## src/vox_los_pkg.sv

```systemverilog
// ----------------------------------------------------------------------------
// vox_los_pkg: shared types and constants for the voxel line-of-sight block
// Grid size, coordinate and error widths, item kinds and the job record
// passed from the classifier to the walk engine.
// ----------------------------------------------------------------------------
package vox_los_pkg;

  // grid extent; coordinates are fixed at CRD_W bits by the item format
  localparam int GRID_X = 64;
  localparam int GRID_Y = 64;
  localparam int GRID_Z = 64;

  localparam int CRD_W  = 6;
  localparam int ROW_W  = 2 ** CRD_W;     // one row holds every x of a (z, y)
  localparam int ROW_AW = 2 * CRD_W;      // row address is {z, y}
  localparam int ROWS   = 2 ** ROW_AW;
  localparam int ERR_W  = CRD_W + 4;      // signed Bresenham error term
  localparam int QDEPTH = 2;
  localparam int QAW    = $clog2(QDEPTH);

  typedef logic [CRD_W-1:0]  crd_t;
  typedef logic [ROW_AW-1:0] row_addr_t;
  typedef logic [ROW_W-1:0]  row_t;
  typedef logic signed [ERR_W-1:0] err_t;

  typedef enum logic [1:0] {
    KIND_SET   = 2'd0,
    KIND_FREE  = 2'd1,
    KIND_QUERY = 2'd2,
    KIND_CLEAR = 2'd3
  } kind_t;

  typedef enum logic [1:0] {
    AX_X = 2'd0,
    AX_Y = 2'd1,
    AX_Z = 2'd2
  } axis_t;

  // classified item
  typedef struct packed {
    kind_t      kind;
    crd_t       src_x;
    crd_t       src_y;
    crd_t       src_z;
    logic [2:0] neg;      // per axis {z, y, x}: walk toward lower coordinate
    axis_t      major;
    crd_t       len_maj;
    crd_t       len_b;    // first minor axis, (major + 1) mod 3
    crd_t       len_c;    // second minor axis, (major + 2) mod 3
  } job_t;

  function automatic logic in_grid(crd_t x, crd_t y, crd_t z);
    return (int'(x) < GRID_X) && (int'(y) < GRID_Y) && (int'(z) < GRID_Z);
  endfunction

endpackage

```

## src/vox_los_queue.sv

```systemverilog
// ----------------------------------------------------------------------------
// vox_los_queue: job queue
// Short FIFO of classified jobs between the classifier and the walk engine.
// ----------------------------------------------------------------------------
module vox_los_queue import vox_los_pkg::*; (
  input  logic clk,
  input  logic rst_n,
  input  logic push,
  input  job_t push_job,
  output logic push_ready,
  input  logic pop,
  output logic pop_valid,
  output job_t pop_job
);

  job_t           ent_r [QDEPTH];
  logic [QAW-1:0] wp_r, rp_r;
  logic [QAW:0]   cnt_r;

  assign push_ready = cnt_r != (QAW+1)'(QDEPTH);
  assign pop_valid  = cnt_r != '0;
  assign pop_job    = ent_r[rp_r];

  always_ff @(posedge clk) begin
    if (!rst_n) begin
      wp_r  <= '0;
      rp_r  <= '0;
      cnt_r <= '0;
    end else begin
      if (push) begin
        wp_r <= wp_r + 1'b1;
      end
      if (pop) begin
        rp_r <= rp_r + 1'b1;
      end
      cnt_r <= cnt_r + (QAW+1)'(push) - (QAW+1)'(pop);
    end
  end

  // payload storage, no reset
  always_ff @(posedge clk) begin
    if (push) begin
      ent_r[wp_r] <= push_job;
    end
  end

endmodule

```

## config.mk

```make
export PLATFORM = sky130hd
export DESIGN_NAME = vox_los_queue
export DESIGN_NICKNAME = d
export VERILOG_FILES = /design/src/vox_los_pkg.sv /design/src/vox_los_queue.sv
export SDC_FILE = /design/constraint.sdc
export NUM_CORES = 1
export LEC_CHECK = 0
export BUFFER_PORTS_ARGS = -buffer_cell sky130_fd_sc_hd__buf_4
export CELL_PAD_IN_SITES_DETAIL_PLACEMENT = 0
export CELL_PAD_IN_SITES_GLOBAL_PLACEMENT = 1
export CORE_MARGIN = 3
export CORE_UTILIZATION = 46
export CTS_BUF_LIST = sky130_fd_sc_hd__clkbuf_4 sky130_fd_sc_hd__clkbuf_8
export CTS_CLUSTER_DIAMETER = 50
export CTS_CLUSTER_SIZE = 25
export DETAILED_ROUTE_END_ITERATION = 6
export PLACE_DENSITY = 0.91
export SLEW_MARGIN = 25
export SYNTH_ARGS = -nofsm -noshare
export SYNTH_HDL_FRONTEND = slang
export SYNTH_SLANG_ARGS = --single-unit
```

## constraint.sdc

```tcl
create_clock -name clk -period 2.9 [get_ports clk]
set_input_delay 0.29 -clock clk [delete_from_list [all_inputs] [get_ports clk]]
set_output_delay 0.29 -clock clk [all_outputs]
set_load 0.02 [all_outputs]
```

==> flow_metrics.py <==
metrics = {
    "outcome": {
        "status": "complete, no violations",
    },
    "global_route": {
        "grt_pass1_wl_um": 8340,
        "grt_max_degree": 27,
        "antenna_found_initial": 0,
        "grt_use_total_pct": 12.9,
        "grt_pass1_vias": 1719,
        "grt_overflow": 0,
    },
    "worst_setup_path": {
        "cp-end-kind": "output port",
        "path_class": "flip-flop to output port",
        "path_max_fanout": 26,
        "cp_data_arrival_time_ps": 1640,
        "cp_top_family": "buffers and inverters",
        "crit_path_frequent_cell": "buf_4",
        "crit_path_cell_trace": "buf_4 > mux2_2 > buf_4",
        "crit_path_max_incr_delay_ps": 420,
        "cp.required_ps": 2610,
        "startpoint_type": "flip-flop",
        "cp_num_buf_inv": 2,
        "slowest_stage": "buf_4",
    },
    "placement": {
        "place_congestion": 0.643,
        "io_buffers": 91,
        "pre_cts_ws_ps": 1200,
        "place_area_sq_um": 4300,
        "hpwlAfterDp_um": 3740,
        "post-place-cells": 344,
    },
    "worst_hold_path": {
        "hold_path.class": "input pin to flip-flop",
    },
    "clocking": {
        "cts_tree": "done",
        "cts_hold_buf": 0,
        "cts_root_buf": "clkbuf_8",
        "cts_resized": 0,
        "clk_latency_ps": 340,
        "cts_inserted_buffers": 9,
        "cts_setup_buffers": 0,
        "clkSinkCount": 91,
        "clk_pin_slew_worst_paths_ps": 90,
        "h-tree-depth": 3,
        "cts_buffer_depth": 2,
    },
    "timing": {
        "clock.fmax_mhz": 519,
        "fin_crit_ps": 1930,
        "finalHoldViolCount": 0,
        "skew_ps": 7.94,
        "tightest_slew_ps": 672,
        "final_max_slew_viol_count": 0,
        "rsz0062_at_grt": "false",
        "post-route-period-util_pct": 66.4,
        "setup_viol": 0,
        "slew_headroom_pct": 55.1,
        "setup_tns_ps": 0,
        "postLayoutSetupSlackWorst_ps": 975,
    },
    "drt": {
        "dr.pass1.iters": 4,
        "drtIter0Drc": 70,
        "via_count": 1645,
        "ant_nets": 0,
        "totalWireLength_um": 5490,
        "drt-vias-per-instance": 4.57,
        "post_drt_wl_per_cell_um": 15.2,
        "drc_errors": 0,
    },
    "synthesis": {
        "synth_edf_count": 86,
        "synth_area_leader_cell": "edfxtp_1",
        "ys_seq_elements": 91,
        "synth_most_common_cell": "edfxtp_1",
        "synthTopCellsByArea": "edfxtp_1, mux2_4, dfxtp_1",
        "synth_top_area_share_pct": 73.1,
        "ys_types": 15,
        "synth-seq-area-share_pct": 75.9,
        "synthTopCellsByCount": "edfxtp_1, mux2_4, dfxtp_1",
        "synthFlopType": "edfxtp_1",
        "ys_warn_count": 0,
        "synth_fp_nets": 204,
        "syn_area_per_cell_sq_um": 22.8,
        "syn_inst": 155,
        "ys_async_sr_fraction_pct": 0,
        "netlist_area_sq_um": 3530,
    },
    "final_layout": {
        "final_nets": 305,
        "area_growth_pct": 27.1,
        "final_cells": 360,
        "final_area_sq_um": 4490,
        "fillCellCount": 564,
        "drive_above_1_share_pct": 59.4,
        "antenna-diode-count": 0,
    },
    "pwr": {
        "power.leakage_nw": 1.78,
        "p_per_area_nw_per_um2": 626,
        "vdd_ir_drop_max_mv": 0.354,
    },
    "floorplan": {
        "die-area_sq_um": 8770,
        "rows": 31,
        "core_sq_um": 7370,
        "ios": 92,
        "initial_core_util_pct": 47.9,
        "chipHeight_um": 93.6,
        "die_x_um": 93.6,
    },
    "flow_run": {
        "maxCapViolations": 0,
    },
}
[cells by family (layout without fill, tap and decap cells)]
logic type      count (synthesis)  in the layout  share of synthesized area [%]
flops                          91             91                           75.9
xor+xnor                        2              2                          0.885
mux                            43             43                           18.0
compound gates                  1              1                          0.213
buf+inv                         7            113                           2.80
simple gates                    9              9                           1.52
fa+ha+maj                       2              2                          0.708
[report_power, final]
part	internal (mW)	switching [mW]	leakage [nW]
Combinational	0.251	0.222	0.845
Sequential	1.52	0.0205	0.849
Clock	0.400	0.403	0.0884
Total	2.17	0.645	1.78
[stage by stage]
step | hold slack, ps | utilization, % | power [mW]
floorplan | 389 | - | 1.87
CTS | 110 | 60.9 | 2.85
global route | 103 | 60.9 | 2.94
global placement | 476 | 58.4 | 2.04
finish | 129 | 60.9 | 2.81
detailed placement | 478 | 58.4 | 2.05
[registers in the layout, summed over array words and instances (netlist names), named ones only]
signal  cells
ent_r      86
cnt_r       2
rp_r        1
wp_r        1
[cells in the final DEF, fill, tap and decap left out]
master,instances
clkbuf_4,1
buf_12,1
or2_2,1
ha_1,2
dfxtp_1,4
o21a_1,1
mux2_4,40
and2_2,1
bufinv_16,1
and2_1,3
dfxtp_2,1
nor2b_1,2
clkinvlp_4,2
inv_1,2
xnor3_1,1
clkbuf_8,9
buf_4,94
mux2_2,3
nor2b_4,1
edfxtp_1,86
nand2_1,1
xor2_1,1
clkinv_1,3
[per-layer routing]
| layer | part of all wire, % | global-route usage [%] | wire length, um | vias up |
|---|---|---|---|---|
| met4 | 0.98 | 5.42 | 54 | 0 |
| met2 | 53 | 22.3 | 2900 | 54 |
| li1 | - | - | - | 799 |
| met5 | 0 | 0 | 0 | - |
| met3 | 6.4 | 4.10 | 352 | 5 |
| met1 | 40 | 14.8 | 2180 | 787 |
[final timing paths]
check | start | end | slack [ps] | cells past startpoint
worst max-delay path | flip-flop | pop_job[31] | 970 | 3
worst min-delay path | push_job[4] | ent_r[0][4] | 130 | 1
worst max register to register | wp_r | ent_r[1][19] | 1250 | 2
worst min register to register | rp_r | flip-flop | 580 | 2
[final cells by class]
cell class | instances | area, sq um | share of cell area, %
Sequential cell | 91 | 2680 | 59.8
Multi-Input combinational cell | 57 | 761 | 16.9
Timing Repair Buffer | 95 | 726 | 16.2
Clock buffer | 10 | 131 | 2.93
Tap cell | 99 | 124 | 2.76
Clock inverter | 6 | 56.3 | 1.25
Inverter | 2 | 7.51 | 0.167
Power figures use the tool's default switching activity.
