$ cat src/vox_los_pkg.sv
// ----------------------------------------------------------------------------
// vox_los_pkg: shared types and constants for the voxel line-of-sight block
// Grid size, coordinate and error widths, item kinds and the job record
// passed from the classifier to the walk engine.
// ----------------------------------------------------------------------------
package vox_los_pkg;

  // grid extent; coordinates are fixed at CRD_W bits by the item format
  localparam int GRID_X = 64;
  localparam int GRID_Y = 64;
  localparam int GRID_Z = 64;

  localparam int CRD_W  = 6;
  localparam int ROW_W  = 2 ** CRD_W;     // one row holds every x of a (z, y)
  localparam int ROW_AW = 2 * CRD_W;      // row address is {z, y}
  localparam int ROWS   = 2 ** ROW_AW;
  localparam int ERR_W  = CRD_W + 4;      // signed Bresenham error term
  localparam int QDEPTH = 2;
  localparam int QAW    = $clog2(QDEPTH);

  typedef logic [CRD_W-1:0]  crd_t;
  typedef logic [ROW_AW-1:0] row_addr_t;
  typedef logic [ROW_W-1:0]  row_t;
  typedef logic signed [ERR_W-1:0] err_t;

  typedef enum logic [1:0] {
    KIND_SET   = 2'd0,
    KIND_FREE  = 2'd1,
    KIND_QUERY = 2'd2,
    KIND_CLEAR = 2'd3
  } kind_t;

  typedef enum logic [1:0] {
    AX_X = 2'd0,
    AX_Y = 2'd1,
    AX_Z = 2'd2
  } axis_t;

  // classified item
  typedef struct packed {
    kind_t      kind;
    crd_t       src_x;
    crd_t       src_y;
    crd_t       src_z;
    logic [2:0] neg;      // per axis {z, y, x}: walk toward lower coordinate
    axis_t      major;
    crd_t       len_maj;
    crd_t       len_b;    // first minor axis, (major + 1) mod 3
    crd_t       len_c;    // second minor axis, (major + 2) mod 3
  } job_t;

  function automatic logic in_grid(crd_t x, crd_t y, crd_t z);
    return (int'(x) < GRID_X) && (int'(y) < GRID_Y) && (int'(z) < GRID_Z);
  endfunction

endpackage

$ cat src/vox_los_ifs.sv
// ----------------------------------------------------------------------------
// vox_los channel interfaces
// Valid/ready channels for items in and results out.
// ----------------------------------------------------------------------------
interface vox_los_in_if import vox_los_pkg::*; ();
  logic       valid;
  logic       ready;
  logic [1:0] kind;
  crd_t       src_x;
  crd_t       src_y;
  crd_t       src_z;
  crd_t       dst_x;
  crd_t       dst_y;
  crd_t       dst_z;

  modport source (output valid, kind, src_x, src_y, src_z, dst_x, dst_y, dst_z,
                  input ready);
  modport sink   (input valid, kind, src_x, src_y, src_z, dst_x, dst_y, dst_z,
                  output ready);
endinterface


$ cat src/vox_los_front.sv
// ----------------------------------------------------------------------------
// vox_los_front: item classifier
// Works out per-axis direction and length and the dominant axis of a query.
// ----------------------------------------------------------------------------
module vox_los_front import vox_los_pkg::*; (
  vox_los_in_if.sink in_ch,
  input  logic       init_busy,
  input  logic       q_ready,
  output logic       q_push,
  output job_t       q_job
);

  logic neg_x, neg_y, neg_z;
  crd_t len_x, len_y, len_z;

  always_comb begin
    neg_x = in_ch.dst_x < in_ch.src_x;
    neg_y = in_ch.dst_y < in_ch.src_y;
    neg_z = in_ch.dst_z < in_ch.src_z;
    len_x = neg_x ? in_ch.src_x - in_ch.dst_x : in_ch.dst_x - in_ch.src_x;
    len_y = neg_y ? in_ch.src_y - in_ch.dst_y : in_ch.dst_y - in_ch.src_y;
    len_z = neg_z ? in_ch.src_z - in_ch.dst_z : in_ch.dst_z - in_ch.src_z;

    q_job.kind  = kind_t'(in_ch.kind);
    q_job.src_x = in_ch.src_x;
    q_job.src_y = in_ch.src_y;
    q_job.src_z = in_ch.src_z;
    q_job.neg   = {neg_z, neg_y, neg_x};

    // ties go to x, then y
    if (len_x >= len_y && len_x >= len_z) begin
      q_job.major   = AX_X;
      q_job.len_maj = len_x;
      q_job.len_b   = len_y;
      q_job.len_c   = len_z;
    end else if (len_y >= len_z) begin
      q_job.major   = AX_Y;
      q_job.len_maj = len_y;
      q_job.len_b   = len_z;
      q_job.len_c   = len_x;
    end else begin
      q_job.major   = AX_Z;
      q_job.len_maj = len_z;
      q_job.len_b   = len_x;
      q_job.len_c   = len_y;
    end
  end

  // hold off items while the map is being cleared after reset
  assign in_ch.ready = q_ready && !init_busy;
  assign q_push      = in_ch.valid && in_ch.ready;

endmodule

$ cat src/flat_wrapper.sv
// flat-port wrapper written by rule: the top's interface ports become plain ports
module vox_los_front_flat import vox_los_pkg::*;
  (init_busy, q_ready, q_push, q_job, in_ch_valid, in_ch_kind, in_ch_src_x, in_ch_src_y, in_ch_src_z, in_ch_dst_x, in_ch_dst_y, in_ch_dst_z, in_ch_ready);
  vox_los_in_if in_ch_i ();
  input  logic init_busy;
  input  logic q_ready;
  output logic q_push;
  output job_t q_job;
  input wire logic [$bits(in_ch_i.valid)-1:0] in_ch_valid;
  input wire logic [$bits(in_ch_i.kind)-1:0] in_ch_kind;
  input wire logic [$bits(in_ch_i.src_x)-1:0] in_ch_src_x;
  input wire logic [$bits(in_ch_i.src_y)-1:0] in_ch_src_y;
  input wire logic [$bits(in_ch_i.src_z)-1:0] in_ch_src_z;
  input wire logic [$bits(in_ch_i.dst_x)-1:0] in_ch_dst_x;
  input wire logic [$bits(in_ch_i.dst_y)-1:0] in_ch_dst_y;
  input wire logic [$bits(in_ch_i.dst_z)-1:0] in_ch_dst_z;
  output wire logic [$bits(in_ch_i.ready)-1:0] in_ch_ready;
  assign in_ch_i.valid = in_ch_valid;
  assign in_ch_i.kind = in_ch_kind;
  assign in_ch_i.src_x = in_ch_src_x;
  assign in_ch_i.src_y = in_ch_src_y;
  assign in_ch_i.src_z = in_ch_src_z;
  assign in_ch_i.dst_x = in_ch_dst_x;
  assign in_ch_i.dst_y = in_ch_dst_y;
  assign in_ch_i.dst_z = in_ch_dst_z;
  assign in_ch_ready = in_ch_i.ready;
  vox_los_front u_core (.in_ch(in_ch_i), .init_busy(init_busy), .q_ready(q_ready), .q_push(q_push), .q_job(q_job));
endmodule
$ cat config.mk
export PLATFORM = sky130hd
export DESIGN_NAME = vox_los_front_flat
export DESIGN_NICKNAME = d
export VERILOG_FILES = /design/src/vox_los_pkg.sv /design/src/vox_los_ifs.sv /design/src/vox_los_front.sv /design/src/flat_wrapper.sv
export SDC_FILE = /design/constraint.sdc
export NUM_CORES = 1
export LEC_CHECK = 0
export BUFFER_PORTS_ARGS = -buffer_cell sky130_fd_sc_hd__buf_2
export CORE_ASPECT_RATIO = 1.1
export CORE_UTILIZATION = 25
export DETAILED_ROUTE_END_ITERATION = 8
export PLACE_DENSITY = 0.45
export SLEW_MARGIN = 20
export SYNTH_ARGS = -nofsm -noshare
export SYNTH_HDL_FRONTEND = slang
export SYNTH_SLANG_ARGS = --single-unit
$ cat constraint.sdc
create_clock -name vclk -period 4.7
set_input_delay 0.47 -clock vclk [all_inputs]
set_output_delay 0.47 -clock vclk [all_outputs]
set_load 0.1 [all_outputs]
==> flow_summary.toml, run 1 <==
[place]
dp_cells = 522
globalplace.congestion = 0.8594
dpl.hpwl_um = 5372
place_ws_ps = -147.8
port_buffers = 82

[critical_path]
worstSetupStartpointType = "input pin"
critPathKind = "input pin to output pin"
critPathLaunch = "in_ch_dst_z[0]"
critPathBufInv = 6
crit_cells = 21
required_ps = 4230
cpMaxStageDelayCell = "fa_2"
cp_top_family = "compound AO/OA/AOI/OAI gates"
crit_path_end = "q_job[15]"
cpPeakStageDelay_ps = 370
cp_max_fo = 8
arrival_ps = 4180
crit_path_end_kind = "output pin"
crit_chain = "buf_12, inv_12, ha_4, inv_2, fa_2, a211o_1, a21oi_2, nor2_2, nor2_2, buf_6, mux2i_4, ha_1, a21o_1, a21o_1, a21o_1, a21oi_4, a22oi_2, o21ai_4, buf_12, mux2_4, buf_12"

[synth]
synth_area_mm2 = 0.002442
syn_avg_cell_area_um2 = 7.778
ys_types = 49
synthTopCellsByArea = "ha_1 (25%), mux2i_1 (13%), inv_1 (8.6%), buf_4 (7.1%), a21o_1 (5.2%)"
yosys.area.top_type = "ha_1"
netlist_instances = 314
netlist.area_leader.share_pct = 25.10
yosys_warnings = 0
yosysSeqAreaShare_pct = 0
syn_nets = 410

[die]
die-area_mm2 = 0.01017
fp.coreArea_mm2 = 0.009444
rows = 37
start_util_pct = 25.86
dieWidth_um = 96.24
io_pins = 86
die_y_um = 105.7

[drt]
wl_per_cell_um = 11.75
drt-total-wl_um = 6264
drt_pre_antenna_iters = 4
viasPerCell = 4.510
vias = 2404
drt-initial-drc-count = 56
ant_nets = 0
route.detailed.drc = 0

[sta]
fin_ws_ps = 48.71
hold_viol = 0
period_share_pct = 98.96
rsz0062_at_grt = "yes"
final-max-slew-violation-count = 0
max_freq_mhz = 215.0
relSlewSlack_pct = 63.20
worstMarginPinSlew_ps = 551.9
setup-tns-final_ps = 0
fin_crit_ps = 4651
setup_viol = 0

[pwr]
leakage_uw = 0.002036
finalPower_uw = 2728
peakVddDrop_mv = 0.3748
p_per_area_mw_per_mm2 = 704.8

[worst_hold_path]
holdCritPathClass = "input pin to output pin"
min-delay-start = "in_ch_kind[0]"
min_delay_path_depth = 0

[global_routing]
grt_use_total_pct = 12.01
antenna_found_initial = 0
grt_pass1_vias = 2230
grt_start_max_net_pins = 12
grt_pass1_wl_um = 10040
grt_overflow_total = 0

[clock_tree]
postCtsHoldBufs = 0

[job]
max_cap_viol_count = 0

[layout]
antenna_cells = 0
final_cells = 533
seq_area_um2 = 0
layout_common_cells = "buf_2 (60), inv_1 (50), ha_1 (46)"
drive_gt1_share_pct = 46.15
final_util_pct = 40.99
final_common_cell = "buf_2"
finalNetCount = 514
area_growth_pct = 58.50
seq_cell_count = 0
nClkBuffers = 0

[status]
status = "finished clean"
## Yosys cell counts, drive strengths merged (3+ instances only)
| master | n |
|---|---|
| nand2 | 16 |
| a21oi | 21 |
| fa | 6 |
| a211o | 5 |
| a21o | 17 |
| mux2i | 32 |
| xnor2 | 5 |
| and2 | 5 |
| nand2b | 3 |
| o21ai | 12 |
| mux2 | 7 |
| nor2b | 4 |
| buf | 30 |
| ha | 49 |
| nor2 | 8 |
| xor2 | 5 |
| inv | 57 |
## cell families (layout without fill, tap and decap cells)
| group | Yosys count | after routing | synth area share [%] |
|---|---|---|---|
| compound gates | 77 | 77 | 21.82 |
| mux | 39 | 39 | 16.50 |
| xor+xnor | 10 | 10 | 3.893 |
| fa+ha+maj | 56 | 57 | 30.48 |
| simple gates | 43 | 43 | 8.453 |
| buf+inv | 89 | 190 | 18.85 |
## routing by layer
| layer | wire length, um | track usage [%] | up-vias | share of wire, % |
|---|---|---|---|---|
| met4 | 0 | 0 | 0 | 0 |
| met3 | 210 | 0.5772 | 0 | 3.4 |
| met2 | 3197 | 22.39 | 44 | 51 |
| met1 | 2856 | 15.84 | 1098 | 46 |
| li1 | - | - | 1262 | - |
| met5 | 0 | 0 | - | 0 |
## how the worst min path moves through the flow
stage               slack [ps]   endpoint
finish                     940  q_job[41]
global route               940  q_job[41]
CTS                        940  q_job[41]
detailed placement         940  q_job[41]
global placement           940  q_job[41]
floorplan                 1150  q_job[23]
## cell type report
cell class,instances,area [um^2]
fillers,978,5573
multi-input cells,226,2352
repair buffers,133,1146
inverters,57,226.5
well taps,117,146.4
## report_power, final
part / switching, uW / total, uW / internal, uW
Sequential: 0 / 0 / 0
Combinational: 1620 / 2730 / 1110
Clock: 0 / 0 / 0
Total: 1620 / 2730 / 1110
## per-stage QoR
step | hold slack, ps | instance area, um^2
3_3_place_gp | 940.7 | 3577
4_1_cts | 940.7 | 3755
6_report | 940.9 | 3871
3_5_place_dp | 940.7 | 3577
5_1_grt | 940.6 | 3871
2_1_floorplan | 1152 | 2658
## what timing repair did
item | in CTS | in global routing
cloned | 1 | 0
gates resized for setup | 28 | 23
buffers inserted | 7 | 3
pin swaps | 14 | 18
setup endpoints to repair | 16 | 20
Power figures use the tool's default switching activity.
==> run 2, diff against run 1 <==
- PLACE_DENSITY: 0.45 -> 0.44
- clock period: 4.7 -> 4.3 ns (I/O delays scaled with it)
==> run 2 against run 1 <==
  * The run now ends with setup timing left
  * Global-route usage grew 1.6 points
  * Combinational power grew 18%
  * Hold slack lost 81 ps
  * Design area grew 12%
  * Routed wire length grew 9.1%
  * Worst setup slack lost 370 ps
  * First-iteration DRC count grew 21%
  * Critical path type unchanged
==> flow_summary.toml, run 2 (synthesis gave the netlist of run 1 again) <==
[status]
status = "finished with violations"
violations = "setup timing"

[drt]
route.detailed.drc = 0
drt_pre_antenna_iters = 5
ant_nets = 0
viasPerCell = 4.485
vias = 2597
drt-total-wl_um = 6837
drt-initial-drc-count = 68
wl_per_cell_um = 11.81

[die]
fp.coreArea_mm2 = 0.009444
dieWidth_um = 96.24
io_pins = 86
die_y_um = 105.7
start_util_pct = 25.86
die-area_mm2 = 0.01017
rows = 37

[layout]
seq_area_um2 = 0
antenna_cells = 0
area_growth_pct = 78.07
seq_cell_count = 0
multi_input_area_mm2 = 0.002432
finalNetCount = 560
final_area_mm2 = 0.004349
final_cells = 579
nClkBuffers = 0
drive_gt1_share_pct = 53.68
layout_common_cells = "buf_4 (85), buf_2 (60), inv_1 (49)"
final_common_cell = "buf_4"
fillerInstances = 947

[sta]
setup-tns-final_ps = -5420
worstMarginPinSlew_ps = 489.1
relSlewSlack_pct = 67.62
setup_viol = 20
fin_ws_ps = -318.5
whs_ps = 860.0
final-max-slew-violation-count = 0
fin_crit_ps = 4618
hold_viol = 0
period_share_pct = 107.4
rsz0062_at_grt = "yes"
max_freq_mhz = 216.5

[worst_hold_path]
holdCritPathClass = "input pin to output pin"

[global_routing]
antenna_found_initial = 0
grt_overflow_total = 0
grt_pass1_vias = 2607
grt_start_max_net_pins = 12
grt_use_total_pct = 13.64
grt_pass1_wl_um = 11390

[pwr]
peakVddDrop_mv = 0.4567
leakage_uw = 0.002295
p_per_area_mw_per_mm2 = 741.9

[critical_path]
worstSetupStartpointType = "input pin"
crit_path_end_kind = "output pin"
arrival_ps = 4190
critPathKind = "input pin to output pin"
cpMaxStageDelayCell = "fa_2"
crit_chain = "buf_12, inv_12, ha_4, inv_2, fa_2, a211o_1, a21oi_2, nor2_2, nor2_2, buf_6, mux2i_4, ha_4, a21o_1, a21o_1, a21o_1, a21oi_4, a22oi_2, o21ai_4, buf_8, buf_12, mux2i_4, buf_12"
required_ps = 3870
cp_top_family = "compound AO/OA/AOI/OAI gates"
cpPeakStageDelay_ps = 330
critPathBufInv = 7
cp_max_fo = 5

[place]
dp_cells = 549
port_buffers = 82
place_area_mm2 = 0.003770
place_ws_ps = -500.3
dpl.hpwl_um = 5419
globalplace.congestion = 0.8248

[clock_tree]
postCtsHoldBufs = 0

[job]
max_cap_viol_count = 0
run 2: path summary, 6_finish.rpt:
path | to | from | slack [ps] | cells after the start
worst min-delay path | q_job[42] | in_ch_kind[1] | 860 | 0
worst max-delay path | q_job[1] | in_ch_dst_z[0] | -320 | 22
run 2: layout make-up:
class / instances / share of cell area, %
inverters: 57 / 5.207
multi-input cells: 226 / 55.93
well taps: 117 / 3.366
repair buffers: 179 / 35.50
run 2: timing repair:
item | 4_1_cts | 5_1_grt
pin swaps | 27 | 13
setup endpoints to repair | 20 | 20
cloned | 2 | 0
buffers inserted | 30 | 4
resized for setup | 53 | 20
run 2: layer usage:
layer	GRT usage, %	vias up	wire [um]
met4	0.7463	0	0
met5	0	-	0
met3	0.4329	0	202
met2	26.04	48	3653
li1	-	1349	-
met1	17.31	1200	2981
run 2: through the flow:
stage	total power, uW	utilization (%)
after global routing	3385	46.05
after floorplan	1919	-
final	3227	46.05
after global placement	2782	39.92
after detailed placement	2788	39.92
after CTS	3163	45.12
run 2: where the power goes:
part | internal [uW] | total [uW] | switching (uW)
logic | 1390 | 3230 | 1830
registers | 0 | 0 | 0
clock network | 0 | 0 | 0
total | 1390 | 3230 | 1830
==> run 3, diff against run 2 <==
- REMOVE_ABC_BUFFERS: not set -> 1
==> run 3 against run 2 <==
  * The flow still finishes with violations (setup timing)
  * Via count decreased by 0.54%
  * Combinational power decreased by 6%
  * Sequential cell count unchanged
  * Sequential share of layout area unchanged
  * Utilization decreased by 2.4 points
  * Design area decreased by 5.1%
  * Non-clock buffer count decreased by 7
  * Worst setup slack improved by 7.7 ps
  * Routed wire length increased by 1.4%
  * Fmax increased by 0.17%
  * Critical path type unchanged
  * Critical endpoint is now q_job[6]
==> flow_summary.toml, run 3 (synthesis gave the netlist of run 1 again) <==
[sta]
relSlewSlack_pct = 67.02
fin_crit_ps = 4611
setup_viol = 20
max_freq_mhz = 216.9
period_share_pct = 107.2
rsz0062_at_grt = "yes"
worstMarginPinSlew_ps = 494.6
final-max-slew-violation-count = 0
setup-tns-final_ps = -4479
hold_viol = 0
fin_ws_ps = -310.8

[layout]
fillerInstances = 990
finalNetCount = 552
final_common_cell = "buf_4"
antenna_cells = 0
multi_input_area_mm2 = 0.002286
area_growth_pct = 68.96
final_area_mm2 = 0.004126
nClkBuffers = 0
drive_gt1_share_pct = 50.66
seq_cell_count = 0
seq_area_um2 = 0
layout_common_cells = "buf_4 (81), buf_2 (60), inv_1 (52)"

[global_routing]
antenna_found_initial = 0
grt_overflow_total = 0
grt_start_max_net_pins = 11
grt_pass1_vias = 2608
top_usage_layer = "met2"
use_met1_pct = 19.08
use_met3_pct = 0.5772
grt_pass1_wl_um = 11770
use_met2_pct = 25.79
grt_use_total_pct = 14.16

[drt]
vias = 2583
route.detailed.drc = 0
drt-total-wl_um = 6935
drt_pre_antenna_iters = 4
wl_per_cell_um = 12.15
drt-initial-drc-count = 48
ant_nets = 0
viasPerCell = 4.524

[die]
io_pins = 86
start_util_pct = 25.86
fp.coreArea_mm2 = 0.009444
dieWidth_um = 96.24
die_y_um = 105.7
die-area_mm2 = 0.01017
rows = 37

[pwr]
peakVddDrop_mv = 0.6259
finalPower_uw = 3046
leakage_uw = 0.002245
p_per_area_mw_per_mm2 = 738.1

[status]
violations = "setup timing"
status = "finished with violations"

[place]
place_area_mm2 = 0.003591
dpl.hpwl_um = 5629
globalplace.congestion = 0.9210
port_buffers = 82

[critical_path]
required_ps = 3870
arrival_ps = 4180
cp_max_fo = 5
crit_path_end_kind = "output pin"
critPathKind = "input pin to output pin"
worstSetupStartpointType = "input pin"

[worst_hold_path]
holdCritPathClass = "input pin to output pin"

[job]
max_cap_viol_count = 0

[clock_tree]
postCtsHoldBufs = 0
## run 3: cell types whose count changed in the layout (fill, tap and decap cells not counted), moves of 3 or more
cell | before | now
mux2i_1 | 9 | 13
inv_2 | 7 | 4
buf_12 | 25 | 21
inv_1 | 49 | 52
mux2i_4 | 20 | 12
mux2i_2 | 3 | 7
a21oi_4 | 3 | 0
nor2_2 | 4 | 1
buf_4 | 85 | 81
a21oi_2 | 2 | 5
## run 3: layout make-up
| class | count | share of cell area [%] |
|---|---|---|
| tap | 117 | 3.548 |
| inverter | 57 | 5.246 |
| timing repair buffer | 172 | 35.81 |
| multi-input combinational | 225 | 55.40 |
## run 3: path summary, 6_finish.rpt
| check | startpoint | to | slack [ps] | depth (start not counted) |
|---|---|---|---|---|
| setup / recovery | in_ch_dst_z[0] | q_job[6] | -310 | 21 |
| hold / removal | in_ch_kind[0] | q_job[41] | 860 | 0 |
## run 3: where the power goes
| group | switching [uW] | internal (uW) | total [uW] |
|---|---|---|---|
| clock | 0 | 0 | 0 |
| sequential | 0 | 0 | 0 |
| combinational | 1770 | 1270 | 3050 |
| total | 1770 | 1270 | 3050 |
## run 3: timing repair
item	in CTS	in global routing
endpoints found under the setup margin	20	20
gates resized for setup	53	28
pin swaps	24	21
setup buffers	10	8
cloned	2	0
## run 3: routing by layer
layer  part of all wire, %  wire (um)
met5                     0          0
met4                  0.74         51
met3                   3.9        270
met1                    44       3064
met2                    51       3549
## run 3: worst max-delay path, stage by stage
cell     delay [ps]
buf_8           100
inv_4            40
ha_4            120
inv_2            30
fa_2            340
a211o_1         290
a21oi_2         170
nor2_2           70
nor2_4          120
mux2i_1         230
xnor2_1         170
inv_1           130
ha_1            280
a21o_1          170
a21o_1          180
a21oi_2         170
maj3_2          320
mux2_4          320
mux2i_2         180
buf_4           150
buf_12          160
## run 3: stage by stage
step / std cells / hold slack, ps / utilization, % / setup WS (ps)
3_5_place_dp: 553 / 860.7 / 38.02 / -602.0
3_3_place_gp: 553 / 860.7 / 38.02 / -482.2
5_1_grt: 571 / 860.6 / 43.69 / -498.2
6_report: 571 / 860.8 / 43.69 / -310.8
2_1_floorplan: 282 / 860.0 / - / -3047
4_1_cts: 564 / 860.7 / 41.52 / -340.6
